**config.mk**
```make
export PLATFORM = sky130hd
export DESIGN_NAME = scbp_ctrl
export DESIGN_NICKNAME = d
export VERILOG_FILES = /design/src/sv/scbp_pkg.sv /design/src/sv/scbp_ctrl.sv
export SDC_FILE = /design/constraint.sdc
export NUM_CORES = 1
export LEC_CHECK = 0
export ABC_AREA = 1
export BUFFER_PORTS_ARGS = -buffer_cell sky130_fd_sc_hd__buf_2
export CAP_MARGIN = 20
export CORE_AREA = 5 5 42 44
export CTS_BUF_LIST = sky130_fd_sc_hd__clkbuf_4 sky130_fd_sc_hd__clkbuf_8
export DETAILED_ROUTE_END_ITERATION = 16
export DIE_AREA = 0 0 47 49
export GPL_TIMING_DRIVEN = 1
export PLACE_DENSITY = 0.31
export SKIP_LAST_GASP = 1
export SYNTH_ARGS = -nofsm -noshare
export SYNTH_HDL_FRONTEND = slang
export SYNTH_SLANG_ARGS = --single-unit
export TNS_END_PERCENT = 30
```
**constraint.sdc**
```tcl
create_clock -name clk -period 1.25 [get_ports clk]
set_clock_uncertainty 0.1 [all_clocks]
set_input_delay 0.0625 -clock clk [delete_from_list [all_inputs] [get_ports clk]]
set_output_delay 0.0625 -clock clk [all_outputs]
set_load 0.01 [all_outputs]
```
**src/sv/scbp_pkg.sv**
```systemverilog
`timescale 1ns / 1ps
package scbp_pkg;

  localparam int NUM_CLASSES = 3;
  localparam int MAX_SLOTS   = 256;
  localparam int CLS_W       = 2;
  localparam int SLOT_W      = 8;
  localparam int PTR_W       = 9;
  localparam int SIZE_W      = 17;
  localparam int COUNT_W     = 9;
  localparam int REQ_W       = 24;
  localparam int OFFSET_W    = 24;
  localparam int LINK_DEPTH  = NUM_CLASSES * MAX_SLOTS;
  localparam int LINK_AW     = CLS_W + SLOT_W;

  localparam logic [PTR_W-1:0]   PTR_EMPTY = PTR_W'(MAX_SLOTS);
  localparam logic [COUNT_W-1:0] COUNT_MAX = COUNT_W'(MAX_SLOTS);

  localparam logic [1:0] OP_ALLOC   = 2'd0;
  localparam logic [1:0] OP_RELEASE = 2'd1;
  localparam logic [1:0] OP_INIT    = 2'd2;

  localparam logic [CLS_W-1:0] CLASS_UNPOOLED = 2'd3;

  localparam logic [2:0] ST_GRANTED     = 3'd0;
  localparam logic [2:0] ST_OVERSIZE    = 3'd1;
  localparam logic [2:0] ST_FALLBACK    = 3'd2;
  localparam logic [2:0] ST_RETRY       = 3'd3;
  localparam logic [2:0] ST_RELEASED    = 3'd4;
  localparam logic [2:0] ST_REL_IGNORED = 3'd5;
  localparam logic [2:0] ST_INITIALIZED = 3'd6;

  localparam logic [2:0] REG_CLASS0_SIZE  = 3'd0;
  localparam logic [2:0] REG_CLASS1_SIZE  = 3'd1;
  localparam logic [2:0] REG_CLASS2_SIZE  = 3'd2;
  localparam logic [2:0] REG_CLASS0_COUNT = 3'd3;
  localparam logic [2:0] REG_CLASS1_COUNT = 3'd4;
  localparam logic [2:0] REG_CLASS2_COUNT = 3'd5;

  localparam logic [SIZE_W-1:0]  SIZE_RESET  = 17'd256;
  localparam logic [COUNT_W-1:0] COUNT_RESET = 9'd16;

  typedef logic [NUM_CLASSES-1:0][SIZE_W-1:0]  size_arr_t;
  typedef logic [NUM_CLASSES-1:0][COUNT_W-1:0] count_arr_t;

  typedef struct packed {
    logic latch_in;
    logic exec;
    logic pop_done;
  } ctrl_cmd_t;

  typedef struct packed {
    logic out_free;
    logic need_pop;
  } dp_status_t;

endpackage

```
**src/sv/scbp_ctrl.sv**
```systemverilog
`timescale 1ns / 1ps
module scbp_ctrl (
  input  logic                   clk,
  input  logic                   rst_n,
  input  logic                   in_valid,
  output logic                   in_ready,
  input  scbp_pkg::dp_status_t   st,
  output scbp_pkg::ctrl_cmd_t    cmd
);

  typedef enum logic [2:0] {
    S_IDLE = 3'b001,
    S_EXEC = 3'b010,
    S_POP  = 3'b100
  } state_t;

  state_t state_r, state_nxt;

  always_comb begin
    state_nxt    = state_r;
    in_ready     = 1'b0;
    cmd          = '0;
    unique case (state_r)
      S_IDLE: begin
        in_ready = 1'b1;
        if (in_valid) begin
          cmd.latch_in = 1'b1;
          state_nxt    = S_EXEC;
        end
      end
      S_EXEC: begin
        // Execution waits until the output register can take the result.
        if (st.out_free) begin
          cmd.exec  = 1'b1;
          state_nxt = st.need_pop ? S_POP : S_IDLE;
        end
      end
      S_POP: begin
        cmd.pop_done = 1'b1;
        state_nxt    = S_IDLE;
      end
      default: begin
        state_nxt = S_IDLE;
      end
    endcase
  end

  always_ff @(posedge clk) begin
    if (!rst_n) begin
      state_r <= S_IDLE;
    end else begin
      state_r <= state_nxt;
    end
  end

endmodule

```
==> flow_summary.ini <==
[synth]
ys_warn_count = 0
async_set_or_reset_register_ratio_after_synthesis_pct = 0
synth_top_cells_by_count = 7 x sky130_fd_sc_hd__nand2_1, 5 x sky130_fd_sc_hd__inv_1, 3 x sky130_fd_sc_hd__dfxtp_1, 3 x sky130_fd_sc_hd__inv_2
main_area_contributors_after_synthesis = sky130_fd_sc_hd__dfxtp_1 31%, sky130_fd_sc_hd__nand2_1 13%, sky130_fd_sc_hd__inv_1 9.6%
yosys_register_bits = 3
most_used_flip_flop_cell_after_synthesis = sky130_fd_sc_hd__dfxtp_1
synthMostInstantiatedCell = sky130_fd_sc_hd__nand2_1
seq_area_frac_synth_pct = 30.8
synth.cell_area_sq_um = 195
syn_nets = 36
netlist-cell-type-count = 13
syn_area_per_cell_sq_um = 6.30
yosysTopAreaCell = sky130_fd_sc_hd__dfxtp_1
yosys.area.top_type_share_pct = 30.8
number_of_instances_in_the_synthesized_netlist = 31
synth_enable_flop_cells = 0

[setup_path]
worst-endpoint-arrival_ns = 1.06
startpoint = state_r[0]
worst_flop_to_flop_path_endpoint = state_r[0]
timing.critical_path.fanout_max = 3
critical_path.endpoint = cmd[2]
crit_type = reg2out
critical_path.startpoint_type = flip-flop
worstReg2RegStart = state_r[0]
crit_path_required_time_ns = 1.09
ff2ff_path_depth = 8
worst-r2r-setup-slack_ns = 0.12
end_kind = output pin

[drt]
detail_route.iter0.violations = 5
wire_per_inst_um = 8.08
route.final.wire_length_um = 533
vias_per_cell = 3.48
route.antenna.remaining_nets = 0
detailedRoute.firstPassIterationCount = 2
routed-via-count = 230
drc_errors = 0

[timing]
rsz0062_at_grt = yes
min_period_over_period_pct = 97.6
fmax_mhz = 819
worst_hold_slack_ns = 0.0495
period_minus_slack_ns = 1.22
finalHoldViolCount = 0
final-setup-viol-count = 0
worst_slew_pin_slew_ns = 0.215
maxSlewViolCount = 0
relSlewSlack_pct = 85.6

[clock_network]
tritoncts = built
clk_root_buffer_cell = sky130_fd_sc_hd__clkbuf_4
clock_insertion_delay_worst_skew_ns = 0.23
numCtsBuffers = 3
tritoncts_num_sinks = 3
htree_num_levels = 1
ctsLongestPathBuffers = 2
post_cts_clock_slew_at_the_launch_and_capture_registers_of_the_worst_setup_and_hold_paths_ns = 0.04

[floorplanning]
fp-row-count = 14
fp.coreArea_sq_um = 1400
die_span_in_x_um = 47
die_area_sq_um = 2300
initial_core_util_pct = 13.9
die_h_um = 49
io-pin-count = 9

[cells_and_area]
antenna-diode-count = 0
final_core_utilization_pct = 26.3
largest_register = state_r
top_flop_regs = state_r: 3 flops
fraction_of_final_layout_cells_sized_beyond_drive_strength_1_pct = 56.0
layout-area-overhead-vs-synth_pct = 88.5
final_net_count = 56
largest_register_ffs = 3

[grt]
grt_start_max_net_pins = 6
initial_antenna_violation_count = 0
grt.overflow.total = 0
wire_length_of_the_first_global_routing_pass_um = 897
groute.usage.overall_pct = 5.49
via_count_of_the_first_global_routing_pass = 246

[pwr]
power.leakage_uw = 0.000192
p_per_area_nw_per_um2 = 1210
report.power.total_uw = 445
ir_worst_vdd_v = 0.000488

[placed_design]
place.detailed.hpwl_um = 382
place_congestion = 0.632
count_of_buffers_from_port_buffering = 8

[hold_path]
worst_hold_path_type = in2reg

[run_status]
run_status = finished clean

[flow_run]
timing.max_cap.violations = 0
[where the power goes]
part / internal [uW] / leakage, uW / switching [uW] / total (uW)
logic: 72.1 / 0.000149 / 70.4 / 143
clock network: 141 / 0.0000184 / 50.2 / 191
registers: 105 / 0.0000244 / 5.87 / 111
total: 319 / 0.000192 / 126 / 445
[repair_timing]
action | 4_1_cts | 5_1_grt
endpoints found under the setup margin | 1 | 2
pin swaps | 0 | 3
resized for setup | 2 | 5
buffers inserted | 0 | 4
hold endpoints to repair | 2 | 0
hold buffers | 3 | 0
[layout by cell type, fill, tap and decap left out]
cell type                       instances
sky130_fd_sc_hd__buf_4                  4
sky130_fd_sc_hd__a21oi_2                1
sky130_fd_sc_hd__nand3b_1               1
sky130_fd_sc_hd__inv_4                  1
sky130_fd_sc_hd__a21oi_1                1
sky130_fd_sc_hd__nor2_4                 2
sky130_fd_sc_hd__clkbuf_4               4
sky130_fd_sc_hd__nand3_1                2
sky130_fd_sc_hd__nand2_2                3
sky130_fd_sc_hd__dfxtp_2                1
sky130_fd_sc_hd__nor2_1                 2
sky130_fd_sc_hd__buf_6                  1
sky130_fd_sc_hd__nand2_1                6
sky130_fd_sc_hd__buf_2                  7
sky130_fd_sc_hd__inv_1                  4
sky130_fd_sc_hd__inv_2                  3
sky130_fd_sc_hd__dfxtp_1                2
sky130_fd_sc_hd__dlygate4sd3_1          3
sky130_fd_sc_hd__nand3_2                1
sky130_fd_sc_hd__nor3_1                 1
[cell families (layout without fill, tap and decap cells)]
family                 count (synthesis)  in the layout  share of synthesized area, %
AOI/OAI and AO/OA                      2              2                          7.05
buffers and inverters                  8             27                          15.4
DFF                                    3              3                          30.8
and+or+nand+nor                       18             18                          46.8
[how the worst min path moves through the flow]
stage	slack, ns	cells past startpoint	startpoint	end
after floorplan	0.11	2	in_valid	state_r[1]
after global placement	0.23	3	rst_n	state_r[1]
after detailed placement	0.23	3	rst_n	state_r[1]
after CTS	0.04	4	st[1]	state_r[1]
after global routing	0.05	4	st[1]	state_r[1]
final	0.05	4	st[1]	state_r[1]
[final cells by class]
cell class	count	area, sq um
Tap cell	16	20.0
Clock buffer	4	30.0
Timing Repair Buffer	15	106
Sequential cell	3	61.3
Multi-Input combinational cell	20	118
Inverter	8	32.5
Fill cell	170	1030
[per-layer routing]
metal	vias up	track usage [%]	wire, um
met5	-	0	0
met4	0	2.76	0
met3	0	3.32	31
met2	8	8.14	253
met1	91	5.91	247
li1	131	-	-
[worst max-delay path: stages (launching register included)]
cell	delay, ns
sky130_fd_sc_hd__dfxtp_2	0.34
sky130_fd_sc_hd__inv_4	0.04
sky130_fd_sc_hd__nor2_4	0.11
sky130_fd_sc_hd__nand2_2	0.07
sky130_fd_sc_hd__inv_2	0.07
sky130_fd_sc_hd__nand2_2	0.07
sky130_fd_sc_hd__inv_2	0.05
sky130_fd_sc_hd__buf_6	0.09
[metrics by stage]
stage                     worst slack, ns  std cells  instance area (sq um)  setup TNS (ns)
after floorplan                     0.269         31                    195               0
after global placement              0.156         55                    255               0
after detailed placement            0.176         55                    255               0
after CTS                         0.00862         62                    322               0
after global routing              -0.0450         66                    368         -0.0805
final                              0.0295         66                    368               0
No activity file was read; power rests on OpenSTA's default activity.
